--- src/rtl/multiscale_peak_coincidence_merge_top_macros.svh ---
// Assertion macros for the peak coincidence merge block; clk and rst_n come from the user's scope.
`ifndef MULTISCALE_PEAK_COINCIDENCE_MERGE_TOP_MACROS_SVH
`define MULTISCALE_PEAK_COINCIDENCE_MERGE_TOP_MACROS_SVH

// Same-cycle implication, held off during reset.
`define MPCM_ASSERT_SAME(label, ante, cons, msg) \
    label: assert property (@(posedge clk) disable iff (!rst_n) (ante) |-> (cons)) \
        else $error(msg);

// Next-cycle implication, held off during reset.
`define MPCM_ASSERT_NEXT(label, ante, cons, msg) \
    label: assert property (@(posedge clk) disable iff (!rst_n) (ante) |=> (cons)) \
        else $error(msg);

`endif

--- src/rtl/mpcm_pkg.sv ---
// Shared types and constants for the multiscale peak coincidence merge block.
`timescale 1ns / 1ps
`default_nettype none

package mpcm_pkg;

    localparam int NUM_SCALES  = 4;
    localparam int SCALE_W     = 2;
    localparam int FIELD_POS_W = 24;
    localparam int RULE_W      = 3;
    localparam int WINDOW_W    = 10;
    localparam int MAX_RESULTS = 32;
    localparam int RES_CNT_W   = 6;

    localparam logic [WINDOW_W-1:0] WINDOW_RESET = 10'd20;

    localparam logic OP_PUSH = 1'b0;
    localparam logic OP_END  = 1'b1;

    typedef enum logic [RULE_W-1:0] {
        RULE_ALL  = 3'd0,
        RULE_S123 = 3'd1,
        RULE_S124 = 3'd2,
        RULE_S134 = 3'd3,
        RULE_S234 = 3'd4
    } rule_t;

    typedef enum logic [2:0] {
        ST_IDLE,
        ST_CHECK,
        ST_CMP,
        ST_ACT,
        ST_FLUSH
    } state_t;

    typedef struct packed {
        logic                   operation;
        logic [SCALE_W-1:0]     scale;
        logic [FIELD_POS_W-1:0] position;
    } in_item_t;

    typedef struct packed {
        logic [FIELD_POS_W-1:0] match_position;
        logic [RULE_W-1:0]      match_rule;
        logic                   overflow;
        logic                   record_done;
        logic                   last;
    } out_item_t;

    typedef struct packed {
        logic accept;
        logic cmp;
        logic act;
        logic done;
        logic flush;
    } ctrl_cmd_t;

    typedef struct packed {
        logic can_decide;
        logic all_done;
        logic slot_ok;
        logic act_emits;
        logic pend_valid;
    } dp_status_t;

endpackage

`default_nettype wire

--- src/rtl/multiscale_peak_coincidence_merge_top.sv ---
// Top level of the multiscale peak coincidence merge block.
// Each item runs through accept, then check / compare / act per merge decision,
//   then a final check and flush.
// Throughput: one item at a time; the next is taken once the last result is staged.
// Output stalls add cycles only when a second result waits behind an untaken one.
// Reset (rst_n, async, low): queues empty, no scale ended, match_window = 20.
`timescale 1ns / 1ps
`default_nettype none

`include "multiscale_peak_coincidence_merge_top_macros.svh"

module multiscale_peak_coincidence_merge_top #(
    parameter int QUEUE_DEPTH   = 16,
    parameter int POSITION_BITS = 24
) (
    input  logic                          clk,
    input  logic                          rst_n,
    // input items: push a position or end one scale's list
    input  logic                          item_valid,
    output logic                          item_stall,
    input  mpcm_pkg::in_item_t            item,
    // result items
    output logic                          result_valid,
    input  logic                          result_stall,
    output mpcm_pkg::out_item_t           result,
    // coincidence window: write only while idle; the block does not enforce this
    input  logic                          match_window_we,
    input  logic [mpcm_pkg::WINDOW_W-1:0] match_window_data
);

    import mpcm_pkg::*;

    // Controller and datapath talk only through these two bundles.
    ctrl_cmd_t  cmd;
    dp_status_t sts;

    // The controller runs one item through: accept, then repeated decision rounds
    // while every live scale has a head, then the record-done check, then flush.
    mpcm_ctrl u_ctrl (
        .clk        (clk),
        .rst_n      (rst_n),
        .item_valid (item_valid),
        .item_stall (item_stall),
        .sts        (sts),
        .cmd        (cmd)
    );

    // The datapath holds one queue memory per scale, reads all four heads each
    // cycle, registers the rule decision, and stages results. The newest result
    // sits in a pending register so that the last flag can be set at flush time.
    mpcm_datapath #(
        .QUEUE_DEPTH   (QUEUE_DEPTH),
        .POSITION_BITS (POSITION_BITS)
    ) u_dp (
        .clk               (clk),
        .rst_n             (rst_n),
        .cmd               (cmd),
        .sts               (sts),
        .item              (item),
        .match_window_we   (match_window_we),
        .match_window_data (match_window_data),
        .result            (result),
        .result_valid      (result_valid),
        .result_stall      (result_stall)
    );

    // Once an item is taken the block is busy for at least its check and flush.
    `MPCM_ASSERT_NEXT(a_busy_after_accept, item_valid && !item_stall, item_stall,
        "block took a second item straight after the first")

    // Record done is always the final result of its item.
    `MPCM_ASSERT_SAME(a_done_is_last, result_valid && result.record_done, result.last,
        "record done result without last")

    // When ready for a new item, nothing may be left in the pending stage.
    `MPCM_ASSERT_SAME(a_idle_no_pending, !item_stall, !sts.pend_valid,
        "pending result left behind while idle")

endmodule

`default_nettype wire

--- src/rtl/mpcm_queue_ram.sv ---
// One scale's position queue storage: one write port, one registered read port.
`timescale 1ns / 1ps
`default_nettype none

module mpcm_queue_ram #(
    parameter int DEPTH = 16,
    parameter int WIDTH = 24
) (
    input  logic                     clk,
    input  logic                     we,
    input  logic [$clog2(DEPTH)-1:0] waddr,
    input  logic [WIDTH-1:0]         wdata,
    input  logic [$clog2(DEPTH)-1:0] raddr,
    output logic [WIDTH-1:0]         rdata
);

    logic [WIDTH-1:0] mem [DEPTH];
    logic [WIDTH-1:0] rdata_reg;

    always_ff @(posedge clk)
    begin
        if (we)
        begin
            mem[waddr] <= wdata;
        end
    end

    always_ff @(posedge clk)
    begin
        rdata_reg <= mem[raddr];
    end

    assign rdata = rdata_reg;

endmodule

`default_nettype wire

--- src/rtl/mpcm_datapath.sv ---
// Datapath: scale queues, head comparison, pop logic and result staging.
`timescale 1ns / 1ps
`default_nettype none

module mpcm_datapath #(
    parameter int QUEUE_DEPTH   = 16,
    parameter int POSITION_BITS = 24
) (
    input  logic                             clk,
    input  logic                             rst_n,
    input  mpcm_pkg::ctrl_cmd_t              cmd,
    output mpcm_pkg::dp_status_t             sts,
    input  mpcm_pkg::in_item_t               item,
    input  logic                             match_window_we,
    input  logic [mpcm_pkg::WINDOW_W-1:0]    match_window_data,
    output mpcm_pkg::out_item_t              result,
    output logic                             result_valid,
    input  logic                             result_stall
);

    import mpcm_pkg::*;

    localparam int CNT_W = $clog2(QUEUE_DEPTH + 1);
    localparam int PTR_W = $clog2(QUEUE_DEPTH);
    localparam int SUM_W = CNT_W + 1;
    localparam int CMP_W = (POSITION_BITS > WINDOW_W) ? POSITION_BITS : WINDOW_W;

    // queue bookkeeping
    logic [CNT_W-1:0]      count_reg [NUM_SCALES];
    logic [CNT_W-1:0]      count_next [NUM_SCALES];
    logic [PTR_W-1:0]      head_reg [NUM_SCALES];
    logic [PTR_W-1:0]      head_next [NUM_SCALES];
    logic [NUM_SCALES-1:0] ended_reg;
    logic [NUM_SCALES-1:0] ended_next;
    logic [WINDOW_W-1:0]   window_reg;
    logic [WINDOW_W-1:0]   window_next;

    // decision registers loaded in the compare step
    logic [NUM_SCALES-1:0]    pop_reg;
    logic [NUM_SCALES-1:0]    pop_next;
    logic                     emit_reg;
    logic                     emit_next;
    rule_t                    rule_reg;
    rule_t                    rule_next;
    logic [POSITION_BITS-1:0] mpos_reg;
    logic [POSITION_BITS-1:0] mpos_next;

    // result staging: one pending item, one output item
    out_item_t           pend_reg;
    out_item_t           pend_next;
    logic                pend_valid_reg;
    logic                pend_valid_next;
    out_item_t           out_reg;
    out_item_t           out_next;
    logic                out_valid_reg;
    logic                out_valid_next;
    logic [RES_CNT_W-1:0] res_cnt_reg;
    logic [RES_CNT_W-1:0] res_cnt_next;

    logic [POSITION_BITS-1:0] head_data [NUM_SCALES];
    logic [NUM_SCALES-1:0]    present;
    logic [NUM_SCALES-1:0]    ram_we;
    logic [SUM_W-1:0]         tail_sum;
    logic [PTR_W-1:0]         tail_ptr;
    logic                     queue_full;
    logic [POSITION_BITS-1:0] push_data;

    logic c12, c13, c14, c23, c24, c34;
    logic lt12, lt13, lt14, lt23, lt24, lt34;
    logic [NUM_SCALES-1:0]    pick_pop;
    logic                     pick_emit;
    rule_t                    pick_rule;
    logic [POSITION_BITS-1:0] pick_pos;

    logic                 new_valid;
    out_item_t            new_item;
    logic [RES_CNT_W-1:0] base_cnt;
    logic                 cnt_ok;

    function automatic logic near_f(
        input logic [POSITION_BITS-1:0] a,
        input logic [POSITION_BITS-1:0] b,
        input logic                     pa,
        input logic                     pb,
        input logic [WINDOW_W-1:0]      win
    );
        logic [POSITION_BITS-1:0] d;
        d = (a > b) ? (a - b) : (b - a);
        return pa && pb && (CMP_W'(d) < CMP_W'(win));
    endfunction

    // an absent head (ended, empty) is larger than any real position
    function automatic logic lt_f(
        input logic [POSITION_BITS-1:0] a,
        input logic [POSITION_BITS-1:0] b,
        input logic                     pa,
        input logic                     pb
    );
        return pa && (!pb || (a < b));
    endfunction

    assign tail_sum   = SUM_W'(head_reg[item.scale]) + SUM_W'(count_reg[item.scale]);
    assign tail_ptr   = (tail_sum >= SUM_W'(QUEUE_DEPTH)) ?
                        PTR_W'(tail_sum - SUM_W'(QUEUE_DEPTH)) : PTR_W'(tail_sum);
    assign queue_full = (count_reg[item.scale] == CNT_W'(QUEUE_DEPTH));
    assign push_data  = POSITION_BITS'(item.position);

    genvar gs;
    generate
        for (gs = 0; gs < NUM_SCALES; gs++)
        begin : g_scale
            assign present[gs] = (count_reg[gs] != '0);
            assign ram_we[gs]  = cmd.accept && (item.operation == OP_PUSH) && !queue_full &&
                                 (item.scale == SCALE_W'(gs));

            mpcm_queue_ram #(
                .DEPTH (QUEUE_DEPTH),
                .WIDTH (POSITION_BITS)
            ) u_ram (
                .clk   (clk),
                .we    (ram_we[gs]),
                .waddr (tail_ptr),
                .wdata (push_data),
                .raddr (head_reg[gs]),
                .rdata (head_data[gs])
            );
        end
    endgenerate

    // pairwise distance and order of the four heads
    always_comb
    begin
        c12  = near_f(head_data[0], head_data[1], present[0], present[1], window_reg);
        c13  = near_f(head_data[0], head_data[2], present[0], present[2], window_reg);
        c14  = near_f(head_data[0], head_data[3], present[0], present[3], window_reg);
        c23  = near_f(head_data[1], head_data[2], present[1], present[2], window_reg);
        c24  = near_f(head_data[1], head_data[3], present[1], present[3], window_reg);
        c34  = near_f(head_data[2], head_data[3], present[2], present[3], window_reg);
        lt12 = lt_f(head_data[0], head_data[1], present[0], present[1]);
        lt13 = lt_f(head_data[0], head_data[2], present[0], present[2]);
        lt14 = lt_f(head_data[0], head_data[3], present[0], present[3]);
        lt23 = lt_f(head_data[1], head_data[2], present[1], present[2]);
        lt24 = lt_f(head_data[1], head_data[3], present[1], present[3]);
        lt34 = lt_f(head_data[2], head_data[3], present[2], present[3]);
    end

    // rule priority, falling back to popping the smallest head
    always_comb
    begin
        pick_emit = 1'b1;
        pick_rule = RULE_ALL;
        pick_pos  = head_data[0];
        pick_pop  = '0;
        if (c12 && c13 && c14 && c23 && c24 && c34)
        begin
            pick_pop = 4'b1111;
        end
        else if (c12 && c13 && c23)
        begin
            pick_rule = RULE_S123;
            pick_pop  = 4'b0111;
        end
        else if (c12 && c14 && c24)
        begin
            pick_rule = RULE_S124;
            pick_pop  = 4'b1011;
        end
        else if (c13 && c14 && c34)
        begin
            pick_rule = RULE_S134;
            pick_pop  = 4'b1101;
        end
        else if (c23 && c24 && c34)
        begin
            pick_rule = RULE_S234;
            pick_pos  = head_data[1];
            pick_pop  = 4'b1110;
        end
        else
        begin
            pick_emit = 1'b0;
            if (lt12 && lt13 && lt14)
            begin
                pick_pop = 4'b0001;
            end
            else if (lt23 && lt24)
            begin
                pick_pop = 4'b0010;
            end
            else if (lt34)
            begin
                pick_pop = 4'b0100;
            end
            else
            begin
                pick_pop = 4'b1000;
            end
        end
    end

    // new result source: overflow at accept, match at act, record done
    always_comb
    begin
        new_item  = '0;
        new_valid = 1'b0;
        if (cmd.accept && (item.operation == OP_PUSH) && queue_full)
        begin
            new_valid         = 1'b1;
            new_item.overflow = 1'b1;
        end
        else if (cmd.act && emit_reg)
        begin
            new_valid               = 1'b1;
            new_item.match_position = FIELD_POS_W'(mpos_reg);
            new_item.match_rule     = rule_reg;
        end
        else if (cmd.done)
        begin
            new_valid            = 1'b1;
            new_item.record_done = 1'b1;
        end
    end

    assign base_cnt = cmd.accept ? '0 : res_cnt_reg;
    assign cnt_ok   = (base_cnt < RES_CNT_W'(MAX_RESULTS));

    always_comb
    begin
        count_next      = count_reg;
        head_next       = head_reg;
        ended_next      = ended_reg;
        window_next     = window_reg;
        pop_next        = pop_reg;
        emit_next       = emit_reg;
        rule_next       = rule_reg;
        mpos_next       = mpos_reg;
        pend_next       = pend_reg;
        pend_valid_next = pend_valid_reg;
        out_next        = out_reg;
        out_valid_next  = out_valid_reg;
        res_cnt_next    = base_cnt;

        if (match_window_we)
        begin
            window_next = match_window_data;
        end

        if (cmd.accept)
        begin
            if (item.operation == OP_END)
            begin
                ended_next[item.scale] = 1'b1;
            end
            else if (!queue_full)
            begin
                count_next[item.scale] = count_reg[item.scale] + CNT_W'(1);
            end
        end

        if (cmd.cmp)
        begin
            pop_next  = pick_pop;
            emit_next = pick_emit;
            rule_next = pick_rule;
            mpos_next = pick_pos;
        end

        if (cmd.act)
        begin
            for (int s = 0; s < NUM_SCALES; s++)
            begin
                if (pop_reg[s] && present[s])
                begin
                    count_next[s] = count_reg[s] - CNT_W'(1);
                    head_next[s]  = (head_reg[s] == PTR_W'(QUEUE_DEPTH - 1)) ?
                                    '0 : head_reg[s] + PTR_W'(1);
                end
            end
        end

        if (cmd.done)
        begin
            for (int s = 0; s < NUM_SCALES; s++)
            begin
                count_next[s] = '0;
                head_next[s]  = '0;
            end
            ended_next = '0;
        end

        if (out_valid_reg && !result_stall)
        begin
            out_valid_next = 1'b0;
        end

        // a new result pushes the pending one out; only the final one gets last
        if (new_valid && cnt_ok)
        begin
            if (pend_valid_reg)
            begin
                out_next       = pend_reg;
                out_valid_next = 1'b1;
            end
            pend_next       = new_item;
            pend_valid_next = 1'b1;
            res_cnt_next    = base_cnt + RES_CNT_W'(1);
        end

        if (cmd.flush && pend_valid_reg)
        begin
            out_next        = pend_reg;
            out_next.last   = 1'b1;
            out_valid_next  = 1'b1;
            pend_valid_next = 1'b0;
        end
    end

    always_ff @(posedge clk or negedge rst_n)
    begin
        if (!rst_n)
        begin
            for (int s = 0; s < NUM_SCALES; s++)
            begin
                count_reg[s] <= '0;
                head_reg[s]  <= '0;
            end
            ended_reg      <= '0;
            window_reg     <= WINDOW_RESET;
            pop_reg        <= '0;
            emit_reg       <= 1'b0;
            pend_valid_reg <= 1'b0;
            out_valid_reg  <= 1'b0;
            res_cnt_reg    <= '0;
        end
        else
        begin
            count_reg      <= count_next;
            head_reg       <= head_next;
            ended_reg      <= ended_next;
            window_reg     <= window_next;
            pop_reg        <= pop_next;
            emit_reg       <= emit_next;
            pend_valid_reg <= pend_valid_next;
            out_valid_reg  <= out_valid_next;
            res_cnt_reg    <= res_cnt_next;
        end
    end

    always_ff @(posedge clk)
    begin
        rule_reg <= rule_next;
        mpos_reg <= mpos_next;
        pend_reg <= pend_next;
        out_reg  <= out_next;
    end

    always_comb
    begin
        sts.can_decide = (|present) && ((present | ended_reg) == '1);
        sts.all_done   = (ended_reg == '1) && (present == '0);
        sts.slot_ok    = !pend_valid_reg || !out_valid_reg || !result_stall;
        sts.act_emits  = emit_reg && (res_cnt_reg < RES_CNT_W'(MAX_RESULTS));
        sts.pend_valid = pend_valid_reg;
    end

    assign result       = out_reg;
    assign result_valid = out_valid_reg;

endmodule

`default_nettype wire

--- src/rtl/mpcm_ctrl.sv ---
// Controller: sequences accept, decision rounds, record done and result flush.
`timescale 1ns / 1ps
`default_nettype none

module mpcm_ctrl (
    input  logic                 clk,
    input  logic                 rst_n,
    input  logic                 item_valid,
    output logic                 item_stall,
    input  mpcm_pkg::dp_status_t sts,
    output mpcm_pkg::ctrl_cmd_t  cmd
);

    import mpcm_pkg::*;

    state_t state_reg;
    state_t state_next;

    always_ff @(posedge clk or negedge rst_n)
    begin
        if (!rst_n)
        begin
            state_reg <= ST_IDLE;
        end
        else
        begin
            state_reg <= state_next;
        end
    end

    always_comb
    begin
        state_next = state_reg;
        cmd        = '0;
        item_stall = 1'b1;
        case (state_reg)
            ST_IDLE:
            begin
                item_stall = 1'b0;
                if (item_valid)
                begin
                    cmd.accept = 1'b1;
                    state_next = ST_CHECK;
                end
            end
            ST_CHECK:
            begin
                if (sts.can_decide)
                begin
                    state_next = ST_CMP;
                end
                else if (sts.all_done)
                begin
                    if (sts.slot_ok)
                    begin
                        cmd.done   = 1'b1;
                        state_next = ST_FLUSH;
                    end
                end
                else
                begin
                    state_next = ST_FLUSH;
                end
            end
            ST_CMP:
            begin
                cmd.cmp    = 1'b1;
                state_next = ST_ACT;
            end
            ST_ACT:
            begin
                if (!sts.act_emits || sts.slot_ok)
                begin
                    cmd.act    = 1'b1;
                    state_next = ST_CHECK;
                end
            end
            ST_FLUSH:
            begin
                if (sts.slot_ok)
                begin
                    cmd.flush  = 1'b1;
                    state_next = ST_IDLE;
                end
            end
            default:
            begin
                state_next = ST_IDLE;
            end
        endcase
    end

endmodule

`default_nettype wire

--- config.mk ---
export PLATFORM = sky130hd
export DESIGN_NAME = multiscale_peak_coincidence_merge_top
export DESIGN_NICKNAME = d
export VERILOG_FILES = /design/src/rtl/mpcm_pkg.sv /design/src/rtl/multiscale_peak_coincidence_merge_top.sv /design/src/rtl/mpcm_queue_ram.sv /design/src/rtl/mpcm_datapath.sv /design/src/rtl/mpcm_ctrl.sv
export VERILOG_INCLUDE_DIRS = /design/src /design/src/rtl
export SDC_FILE = /design/constraint.sdc
export NUM_CORES = 2
export LEC_CHECK = 0
export BUFFER_PORTS_ARGS = -buffer_cell sky130_fd_sc_hd__buf_2
export CAP_MARGIN = 10
export CELL_PAD_IN_SITES_DETAIL_PLACEMENT = 1
export CELL_PAD_IN_SITES_GLOBAL_PLACEMENT = 1
export CORE_MARGIN = 2
export CORE_UTILIZATION = 49
export DETAILED_ROUTE_END_ITERATION = 10
export PLACE_DENSITY_LB_ADDON = 0.08
export SETUP_SLACK_MARGIN = 0.3
export SYNTH_ARGS = -nofsm -noshare
export SYNTH_HDL_FRONTEND = slang
export SYNTH_SLANG_ARGS = --single-unit
--- constraint.sdc ---
create_clock -name clk -period 6.2 [get_ports clk]
set_input_delay 0.31 -clock clk [delete_from_list [all_inputs] [get_ports clk]]
set_output_delay 0.31 -clock clk [all_outputs]
set_load 0.01 [all_outputs]
==> results.cfg <==
[clock_network]
clockBufferDepth = 3
cts_tree = yes
cts-root-buf = clkbuf_16
path_clk_slew_ns = 0.06
cts_buffers = 181
cts.sinks = 1784
cts_max_level = 4
insertion_delay_ns = 0.84

[power_and_ir_drop]
p_leak_nw = 33.7
power_mw = 60.4
power_density_mw_per_mm2 = 625
peakVddDrop_mv = 0.328

[logic_synthesis]
synth_top_area_share_pct = 58.4
syn_area_mm2 = 0.0833
synth.avg_cell_area_um2 = 15.1
ys.flop_type = edfxtp_1
synth.area.top_cells = edfxtp_1 58%, mux4_2 11%, ha_1 5.3%
yosysTopAreaCell = edfxtp_1
synth_commonest_cells = 1621 x edfxtp_1, 417 x mux4_2, 396 x a21oi_1, 350 x ha_1, 287 x nand2_1
ys_ff_latch = 1784
async_reset_ff_share_pct = 3.70
seq_area_frac_synth_pct = 62.7
syn_nets = 5906
synth-edff-count = 1621
yosysMostFrequentCell = edfxtp_1
yosysWarnings = 0
postSynthCellCount = 5501
synth.distinct_cells = 89

[grt]
track_usage_pct = 33.3
gr-total-overflow = 0
grt_pass1_wl_um = 406000
antenna_found_initial = 42
grt_max_degree = 65
grt_pass1_vias = 54300

[worst_hold_path]
hold_depth = 1
hp-class = input pin to register
min_to = u_dp.g_scale[2].u_ram.mem[12][23]
worstHoldStart = item[23]

[worst_setup_path]
crit_arrival_ns = 6.41
worstReg2RegStart = u_dp.g_scale[0].u_ram.rdata[14]
crit_slowest_cell = or3_4
reg2reg_slack_ns = 0.38
r2r_cells = 27
required_ns = 6.79
end_kind = register
rr_endpoint = u_dp.mpos_reg[23]
crit_buf_inv = 5
worstSetupPathType = register to register
crit_path_start_kind = register
path_common_cell = buf_4
crit_family = simple AND/OR/NAND/NOR gates
cpPeakStageDelay_ns = 0.49
crit_start = u_dp.g_scale[0].u_ram.rdata[14]
cp_max_fo = 5

[run_status]
outcome = finished, final reports clean

[finish]
fin_area_mm2 = 0.0967
final_nets = 6395
syn_to_final_growth_pct = 16.0
layout-drive-gt1-share_pct = 25.0
stdcell_count = 8382
largest_reg_flops = 1536
final_util_pct = 57.2

[route]
via_count = 52800
drt-total-wl_um = 288000
drt.antenna.violating_nets = 0
drt_first_pass_iters = 5
drc = 0
wl_per_cell_um = 34.4
vias_per_cell = 6.30
drt_iter0_drc = 4878

[sta]
slew_violations = 0
fin_hold_ws_ns = 0.0442
finalSetupViolCount = 0
timing.final.ws_setup_ns = 0.381
max_freq_ghz = 0.172
slew_headroom_pct = 17.5
setup_tns_ns = 0
rsz0062_at_grt = yes
tightestPinTransition_ns = 1.23
hold_violations = 0
min_period_ns = 5.82
fin_crit_sh_pct = 93.9
skew_ns = 0.0341

[placement]
dp_hpwl_um = 204000
placed_cell_area_mm2 = 0.0891
dp_slack_ns = -0.0601
dp_cells = 7940
port_buffers = 73
gp_congestion = 1.02

[die]
die_y_um = 416
core_area_mm2 = 0.169
fp.dieW_um = 416
ioPinCount = 74
start_util_pct = 49.3
die_area_mm2 = 0.173
rows = 151

[job]
maxCapViolCount = 0
[cells by family (layout without fill, tap and decap cells)]
| kind of cell | after synthesis | in the layout | synth area share (%) |
|---|---|---|---|
| buf+inv | 490 | 1128 | 2.34 |
| xor+xnor | 150 | 150 | 1.58 |
| fa+ha+maj | 363 | 363 | 5.57 |
| other cells | 0 | 25 | 0 |
| flops | 1784 | 1784 | 62.7 |
| simple gates | 968 | 968 | 5.69 |
| compound gates | 1150 | 1150 | 8.61 |
| mux | 596 | 596 | 13.5 |
[how the worst max path moves through the flow]
stage	slack, ns	end	cells past startpoint
5_1_grt	0.20	u_dp.mpos_reg[12]	28
2_1_floorplan	0.30	u_dp.mpos_reg[23]	25
6_report	0.38	u_dp.mpos_reg[23]	27
3_5_place_dp	-0.06	u_dp.mpos_reg[8]	24
3_3_place_gp	0.003	u_dp.mpos_reg[8]	26
4_1_cts	0.30	u_dp.mpos_reg[3]	31
[power breakdown]
group | switching (mW) | internal [mW] | total [mW]
combinational | 21.0 | 13.6 | 34.6
sequential | 0.831 | 14.0 | 14.8
clock | 4.75 | 6.22 | 11.0
total | 26.5 | 33.8 | 60.4
[cell type report]
type | instances | area, um2
Clock inverter | 91 | 957
Tap cell | 2218 | 2780
Timing Repair Buffer | 604 | 4650
Multi-Input combinational cell | 3227 | 30200
Sequential cell | 1784 | 52400
Antenna cell | 25 | 62.6
Fill cell | 15800 | 72400
Clock buffer | 241 | 4950
Inverter | 192 | 728
[worst register-to-register path, cell delays in order, from the launching register on]
cell and delay (ns):
dfxtp_1 0.34, buf_4 0.21, ha_1 0.41, nand2_1 0.14
o21a_1 0.22, or3_1 0.43, o211a_1 0.21, or2_4 0.28
buf_4 0.15, o21ai_0 0.19, o21ai_1 0.12, a221oi_2 0.25
xnor2_1 0.10, ha_1 0.18, a21o_1 0.17, a21oi_1 0.14
o21ai_1 0.11, nand4_1 0.13, nand2_2 0.10, a21oi_2 0.14
nand4_1 0.13, or3_4 0.49, buf_4 0.18, nor2_4 0.12
a211oi_4 0.07, buf_6 0.14, buf_4 0.13, mux2_4 0.29
[cell usage in the layout, fill, tap and decap left out, drive strengths merged, types with 23 or more instances in the layout]
master / count
dlygate4sd3: 38
nor2b: 27
a211oi: 46
xnor2: 101
buf: 564
ha: 350
mux4: 417
nand3: 80
nand2b: 26
and2: 44
dfxtp: 97
o21bai: 23
a21oi: 396
a22oi: 34
edfxtp: 1621
nand2: 287
a31oi: 30
o21a: 46
xor2: 49
a21o: 74
and3: 54
nand4: 73
diode: 25
clkinv: 66
nor3: 41
nor2: 239
clkbuf: 242
o21ai: 278
o211ai: 36
mux2i: 148
a221oi: 44
mux2: 31
dfrtp: 64
inv: 196
[routing by layer]
metal  GRT usage [%]  share of wire (%)  up-vias
met1            44.8                 41    27600
li1                -                  -    22700
met3            5.23                6.3      529
met2            53.8                 47     1979
met5               0              0.040        -
met4            14.6                5.3       16
[what timing repair did]
action,in CTS,in global routing
setup endpoints to repair,32,32
setup buffers,13,26
pin swaps,25,53
resized for setup,64,122
endpoints found under the hold margin,85,0
gates cloned,1,1
hold buffers,38,0
Power figures use the tool's default switching activity.
